File: src/rtl/spq_pkg.sv
// ----------------------------------------------------------------------------
// spq_pkg
// Types and codes shared by the sorted priority queue core and its cells.
// ----------------------------------------------------------------------------
package spq_pkg;

  localparam int unsigned PrioW  = 8;
  localparam int unsigned DataW  = 32;
  localparam int unsigned CountW = 5;

  typedef enum logic [1:0] {
    MODE_ENQ    = 2'd0,
    MODE_POP    = 2'd1,
    MODE_DEL_EQ = 2'd2,
    MODE_DEL_LE = 2'd3
  } spq_mode_e;

  typedef struct packed {
    spq_mode_e                mode;
    logic [PrioW-1:0]         priority_req;
    logic signed [DataW-1:0]  data_in;
  } spq_req_t;

  typedef struct packed {
    logic                     success;
    logic signed [DataW-1:0]  data_out;
    logic                     is_empty;
    logic [CountW-1:0]        entry_count;
  } spq_rsp_t;

  // Command broadcast to every cell for the current request.
  typedef struct packed {
    spq_mode_e                mode;
    logic [PrioW-1:0]         prio;
    logic [DataW-1:0]         data;
    logic                     do_ins;
    logic                     do_rem;
  } spq_cmd_t;

  // Flags a cell hands to its right neighbor.
  typedef struct packed {
    logic ins;
    logic rem;
  } spq_flag_t;

endpackage

File: src/rtl/spq_cell.sv
// ----------------------------------------------------------------------------
// spq_cell
// One slot of the sorted chain: holds an entry, decides locally whether it
// takes the new entry, its left neighbor's or its right neighbor's.
// ----------------------------------------------------------------------------
module spq_cell import spq_pkg::*; (
  input  logic             clk_i,
  input  spq_cmd_t         cmd_i,
  input  logic             valid_i,
  input  spq_flag_t        left_flag_i,
  input  logic [PrioW-1:0] left_prio_i,
  input  logic [DataW-1:0] left_data_i,
  input  logic [PrioW-1:0] right_prio_i,
  input  logic [DataW-1:0] right_data_i,
  output spq_flag_t        flag_o,
  output logic             sel_o,
  output logic             eq_hit_o,
  output logic [PrioW-1:0] prio_o,
  output logic [DataW-1:0] data_o
);

  logic [PrioW-1:0] prio_q, prio_d;
  logic [DataW-1:0] data_q, data_d;

  // Insert point: first slot that is empty or holds a lower priority.
  // Removal region: entries are sorted, so matches form a suffix of the
  // valid slots; the first removed slot is where the region starts.
  always_comb begin
    flag_o.ins = !valid_i || (prio_q < cmd_i.prio);
    if (cmd_i.mode == MODE_POP) begin
      flag_o.rem = valid_i;
    end else begin
      flag_o.rem = valid_i && (prio_q <= cmd_i.prio);
    end
  end

  assign sel_o    = flag_o.rem && !left_flag_i.rem;
  assign eq_hit_o = valid_i && (prio_q == cmd_i.prio);

  always_comb begin
    prio_d = prio_q;
    data_d = data_q;
    if (cmd_i.do_ins) begin
      if (left_flag_i.ins) begin
        prio_d = left_prio_i;
        data_d = left_data_i;
      end else if (flag_o.ins) begin
        prio_d = cmd_i.prio;
        data_d = cmd_i.data;
      end
    end else if (cmd_i.do_rem && flag_o.rem) begin
      prio_d = right_prio_i;
      data_d = right_data_i;
    end
  end

  always_ff @(posedge clk_i) begin
    prio_q <= prio_d;
    data_q <= data_d;
  end

  assign prio_o = prio_q;
  assign data_o = data_q;

endmodule

File: src/rtl/sorted_priority_queue_core.sv
// ----------------------------------------------------------------------------
// sorted_priority_queue_core
// Bounded priority queue kept sorted in a row of shifting slot cells.
// ----------------------------------------------------------------------------
// Every request completes without a stall: a request accepted at an edge has its
// result on rsp_o with done_o high during the next cycle, and busy_o stays low,
// so a new request may be issued every cycle. All slots compare against the
// request in parallel and each slot shifts from a neighbor in the same edge;
// the removed data is gathered by an OR tree over the slots. The result is
// shown for exactly one cycle and cannot be held off by the receiver.
module sorted_priority_queue_core import spq_pkg::*; #(
  parameter int unsigned CAPACITY = 16
) (
  input  logic     clk_i,
  input  logic     rst_ni,
  input  logic     start_i,
  input  spq_req_t req_i,
  output logic     busy_o,
  output logic     done_o,
  output spq_rsp_t rsp_o
);

  localparam int unsigned CntW = $clog2(CAPACITY + 1);

  logic [CntW-1:0]  count_q, count_d;
  logic             done_q;
  spq_rsp_t         rsp_q, rsp_d;
  logic             accept;
  spq_cmd_t         cmd;

  spq_flag_t        flag   [CAPACITY];
  logic             sel    [CAPACITY];
  logic             eq_hit [CAPACITY];
  logic [PrioW-1:0] prio   [CAPACITY];
  logic [DataW-1:0] data   [CAPACITY];

  logic             any_rem, any_eq, rem_ok;
  logic [DataW-1:0] rem_data;
  logic [CntW+CountW-1:0] count_ext;

  assign accept = start_i && !busy_o;
  assign busy_o = 1'b0;

  always_comb begin
    any_rem  = 1'b0;
    any_eq   = 1'b0;
    rem_data = '0;
    for (int i = 0; i < CAPACITY; i++) begin
      any_rem  = any_rem | flag[i].rem;
      any_eq   = any_eq | eq_hit[i];
      rem_data = rem_data | ({DataW{sel[i]}} & data[i]);
    end
  end

  always_comb begin
    unique case (req_i.mode)
      MODE_ENQ:    rem_ok = 1'b0;
      MODE_DEL_EQ: rem_ok = any_eq;
      default:     rem_ok = any_rem;
    endcase
  end

  always_comb begin
    cmd.mode   = req_i.mode;
    cmd.prio   = req_i.priority_req;
    cmd.data   = req_i.data_in;
    cmd.do_ins = accept && (req_i.mode == MODE_ENQ) && (count_q != CntW'(CAPACITY));
    cmd.do_rem = accept && rem_ok;
  end

  for (genvar g = 0; g < CAPACITY; g++) begin : g_cell
    spq_flag_t        lflag;
    logic [PrioW-1:0] lprio, rprio;
    logic [DataW-1:0] ldata, rdata;

    if (g == 0) begin : g_first
      assign lflag = '0;
      assign lprio = '0;
      assign ldata = '0;
    end else begin : g_mid
      assign lflag = flag[g-1];
      assign lprio = prio[g-1];
      assign ldata = data[g-1];
    end

    if (g == CAPACITY - 1) begin : g_last
      assign rprio = prio[g];
      assign rdata = data[g];
    end else begin : g_inner
      assign rprio = prio[g+1];
      assign rdata = data[g+1];
    end

    spq_cell u_cell (
      .clk_i        (clk_i),
      .cmd_i        (cmd),
      .valid_i      (CntW'(g) < count_q),
      .left_flag_i  (lflag),
      .left_prio_i  (lprio),
      .left_data_i  (ldata),
      .right_prio_i (rprio),
      .right_data_i (rdata),
      .flag_o       (flag[g]),
      .sel_o        (sel[g]),
      .eq_hit_o     (eq_hit[g]),
      .prio_o       (prio[g]),
      .data_o       (data[g])
    );
  end

  always_comb begin
    count_d = count_q;
    if (cmd.do_ins) begin
      count_d = count_q + CntW'(1);
    end else if (cmd.do_rem) begin
      count_d = count_q - CntW'(1);
    end
    count_ext         = {{CountW{1'b0}}, count_d};
    rsp_d.success     = cmd.do_ins || cmd.do_rem;
    rsp_d.data_out    = cmd.do_rem ? rem_data : '0;
    rsp_d.is_empty    = (count_d == '0);
    rsp_d.entry_count = count_ext[CountW-1:0];
  end

  always_ff @(posedge clk_i or negedge rst_ni) begin
    if (!rst_ni) begin
      count_q <= '0;
      done_q  <= 1'b0;
    end else begin
      count_q <= count_d;
      done_q  <= accept;
    end
  end

  always_ff @(posedge clk_i) begin
    if (accept) begin
      rsp_q <= rsp_d;
    end
  end

  assign done_o = done_q;
  assign rsp_o  = rsp_q;

endmodule

File: config.mk
export PLATFORM = sky130hd
export DESIGN_NAME = sorted_priority_queue_core
export DESIGN_NICKNAME = d
export VERILOG_FILES = /design/src/rtl/spq_pkg.sv /design/src/rtl/spq_cell.sv /design/src/rtl/sorted_priority_queue_core.sv
export SDC_FILE = /design/constraint.sdc
export NUM_CORES = 2
export LEC_CHECK = 0
export BUFFER_PORTS_ARGS = -buffer_cell sky130_fd_sc_hd__buf_4
export CORE_ASPECT_RATIO = 1.4
export CORE_MARGIN = 2
export CORE_UTILIZATION = 44
export DETAILED_ROUTE_END_ITERATION = 7
export PLACE_DENSITY = 0.6
export RECOVER_POWER = 50
export SYNTH_ARGS = -nofsm -noshare
export SYNTH_HDL_FRONTEND = slang
export SYNTH_SLANG_ARGS = --single-unit
File: constraint.sdc
create_clock -name clk_i -period 15.1 [get_ports clk_i]
set_input_delay 1.51 -clock clk_i [delete_from_list [all_inputs] [get_ports clk_i]]
set_output_delay 1.51 -clock clk_i [all_outputs]
set_load 0.01 [all_outputs]
==> flow_summary_export.csv <==
group,metric,value,unit
worst_setup_path,critPathSlowestCell,"clkbuf_1",
logic_synthesis,syn-num-nets,3973,
hold_path,hold_path_startpoint,"g_cell[15].u_cell.data_o[16]",
finish,final_nets,3867,
hold_path,worstHoldEndpoint,"g_cell[14].u_cell.data_o[16]",
logic_synthesis,synth_async_sr_flop_share,0.876,%
clock_tree,htree_levels,3,
power,p_int,4.22,mW
logic_synthesis,synthMostInstantiatedCell,"nand2_1",
power,cellPowerDensity,155,nW/µm²
logic_synthesis,synthesis.yosys.warnings,0,
route,drt-initial-drc-count,4359,
route,totalWireLength,137000,µm
die,io_pins,86,
timing,achievable-frequency,106,MHz
die,die-area,92000,µm²
logic_synthesis,synth_top_area_share,51.8,%
status,outcome,"complete, but fails checks",
clock_tree,skew_pair_late_insertion_delay,650,ps
worst_setup_path,timing.critical_path.cells,"clkbuf_1 > o311ai_0 > clkbuf_1 > clkbuf_1 > o21ai_0",
finish,layout-drive-gt1-share,7.39,%
logic_synthesis,synth_enable_flop_cells,679,
timing,rsz0062_at_grt,"no",
timing,timing_max_transition_violations_final,505,
timing,timing.final.crit_period,9450,ps
grt,grt_pass1_vias,29900,
grt,grt_antenna_before_repair,5,
timing,worst-slew-pin-transition,4060,ps
logic_synthesis,synthesis.instances,3796,
clock_tree,tritoncts_clock_tree,"done",
worst_setup_path,critical_path_class,"in2reg",
logic_synthesis,synthDominantAreaCellType,"edfxtp_1",
grt,gr-total-overflow,0,
grt,global_route_wire_length_before_repair,200000,µm
timing,setup_slack,5650,ps
clock_tree,setup_bufs_post_cts,0,
clock_tree,cts_repair_resize_count,0,
place,dp_worst_slack,8640,ps
worst_setup_path,crit-reg2reg-capture,"g_cell[6].u_cell.data_o[1]",
finish,area.growth.synth_to_final,9.49,%
finish,nFillCells,8185,
worst_setup_path,path_max_fanout,117,
place,port-buffer-count,84,
worst_setup_path,critical-path-max-stage-delay,3010,ps
logic_synthesis,count_of_cell_types_in_the_netlist,64,
power,clock_group_share_of_total_power,27.2,%
route,remaining_drcs,0,
logic_synthesis,ys.flop_type,"edfxtp_1",
logic_synthesis,synth-seq-area-share,52.1,%
timing,final.hold.worst_slack,558,ps
route,detailroute.via_count,31300,
logic_synthesis,post_synth.cell_area_avg,10.4,µm²
timing,setup_total_negative_slack,0,ps
status,violations,"max-capacitance violations, max-slew violations",
power,power_leakage,17.3,nW
die,core.rowCount,129,
worst_setup_path,most_used_cell_cp,"clkbuf_1",
place,gp_congestion,0.945,
power,switching_share,37.0,%
hold_path,timing.hold.worst_path_depth,2,
logic_synthesis,syn_area,39400,µm²
flow_run,cap_viol_max_count,10,
timing,slew_headroom,-171,%
place,dp_hpwl,76300,µm
timing,worst_clock_skew,36.1,ps
worst_setup_path,ff2ff_path_depth,7,
clock_tree,post_cts_hold_buffer_count,0,
power,total_switching_power,2.48,mW
power,total_power,6.70,mW
worst_setup_path,cp_data_required_time,15300,ps
die,area_inside_the_core_boundary,88600,µm²
logic_synthesis,ys_top_cells_by_area,"edfxtp_1 (52%), mux2i_1 (12%), o21ai_0 (7.7%)",
clock_tree,cts_made_buffers,73,
die,chip_width,257,µm
power,irDropWorstVdd,89.0,µV
route,drtPass1Iterations,7,
worst_setup_path,critical_path_arrival,9650,ps
grt,maximum_number_of_pins_on_one_net_before_global_route_repair,308,
clock_tree,cts_num_sinks,685,
timing,setup_viol_count_final,0,
worst_setup_path,ff2ff_setup_slack,7050,ps
worst_setup_path,critical_path_buf_inv_count,3,
worst_setup_path,critical-path-top-delay-family,"buffers and inverters",
clock_tree,cts-root-to-sink-buffers,3,
clock_tree,clockRootBuffer,"clkbuf_16",
hold_path,hold_path_class,"reg2reg",
clock_tree,cts.reportedPaths.clkPinSlew,60,ps
grt,globalRouteTotalUtil,29.3,%
logic_synthesis,synth_commonest_cells,"nand2_1 (743), edfxtp_1 (679), o21ai_0 (610), mux2i_1 (475), clkbuf_1 (267)",
worst_setup_path,reg_to_reg_critical_path_startpoint,"count_q[0]",
worst_setup_path,start_kind,"primary input",
power,share_of_power_burned_in_registers,41.3,%
worst_setup_path,worstSetupEndpointType,"flop",
route,wl_per_cell,27.9,µm
die,start_util,44.5,%
route,ant_nets,0,
route,vias_per_cell,6.36,
power,power.share.combinational,31.5,%
logic_synthesis,yosys_reg_bits,685,
timing,hold_viol_final,0,
die,die-height,358,µm
timing,period_share,62.6,%
[sequential cells by signal, indices dropped and copies added (netlist names)]
register,count
g_cell.u_cell.data_o,512
done_o,1
g_cell.u_cell.prio_o,128
rsp_o,39
count_q,5
[how the worst max path moves through the flow]
| stage | start | endpoint | depth (start not counted) |
|---|---|---|---|
| after detailed placement | req_i[33] | g_cell[14].u_cell.data_o[31] | 15 |
| after global routing | start_i | g_cell[10].u_cell.data_o[1] | 5 |
| after CTS | req_i[33] | g_cell[14].u_cell.data_o[8] | 15 |
| final | start_i | g_cell[6].u_cell.data_o[1] | 5 |
| after floorplan | req_i[33] | g_cell[0].u_cell.data_o[0] | 12 |
| after global placement | req_i[33] | g_cell[14].u_cell.data_o[31] | 15 |
[per-stage QoR]
| step | cells | area (µm²) | util [%] |
|---|---|---|---|
| floorplan | 3796 | 39400 | - |
| global placement | 4794 | 41100 | 46.4 |
| detailed placement | 4794 | 41100 | 46.4 |
| CTS | 4925 | 43400 | 48.9 |
| global route | 4925 | 43100 | 48.7 |
| finish | 4926 | 43100 | 48.7 |
[logic make-up (layout without fill, tap and decap cells)]
logic type | count (synthesis) | count (layout) | share of synthesized area [%]
other | 1 | 2 | 0.00952
adders and majority gates | 132 | 132 | 4.19
and+or+nand+nor | 1005 | 1005 | 10.4
AOI/OAI and AO/OA | 1094 | 1094 | 16.5
DFF | 685 | 685 | 52.1
muxes | 514 | 514 | 13.2
xor gates and xnor gates | 3 | 3 | 0.0667
buffers and inverters | 362 | 312 | 3.55
[routing by layer]
metal | vias to the layer above | track usage [%] | part of all wire, %
li1 | 14000 | - | -
met1 | 15300 | 38.1 | 39
met2 | 1621 | 47.9 | 47
met3 | 377 | 3.68 | 8.1
met4 | 0 | 15.5 | 5.7
met5 | - | 0 | 0
[placed cells by master (no fill, tap or decap), drive strengths merged, types with 39 or more instances in the layout]
master | netlist | routed
nand2 | 743 | 743
edfxtp | 679 | 679
o21ai | 618 | 618
mux2i | 475 | 475
a21oi | 184 | 184
clkbuf | 267 | 140
ha | 132 | 132
nor2 | 128 | 128
a222oi | 96 | 96
a22oi | 92 | 92
buf | 54 | 92
inv | 41 | 47
nand3 | 39 | 39
mux2 | 39 | 39
[worst min-delay path: stages, from the launching register on]
cell	delay, ps
edfxtp_1	350
nand2_1	50
o21ai_0	60
[power groups by stage]
stage | sequential (mW) | combinational, mW | clock [mW]
5_1_grt | 2.79 | 2.24 | 1.91
6_report | 2.77 | 2.11 | 1.82
3_5_place_dp | 2.80 | 2.07 | 0
3_3_place_gp | 2.80 | 2.04 | 0
4_1_cts | 2.76 | 2.08 | 1.84
2_1_floorplan | 2.69 | 1.35 | 0
[layout make-up]
cell class | instances | area [µm²] | area share [%]
tap | 1179 | 1480 | 3.42
inverter | 41 | 154 | 0.357
antenna | 1 | 2.50 | 0.00580
timing repair buffer | 140 | 896 | 2.08
multi-input combinational | 2749 | 17800 | 41.2
clock inverter | 39 | 374 | 0.867
sequential | 685 | 20500 | 47.6
clock buffer | 92 | 1920 | 4.45
Note: power is estimated with default switching activity, not from simulation.
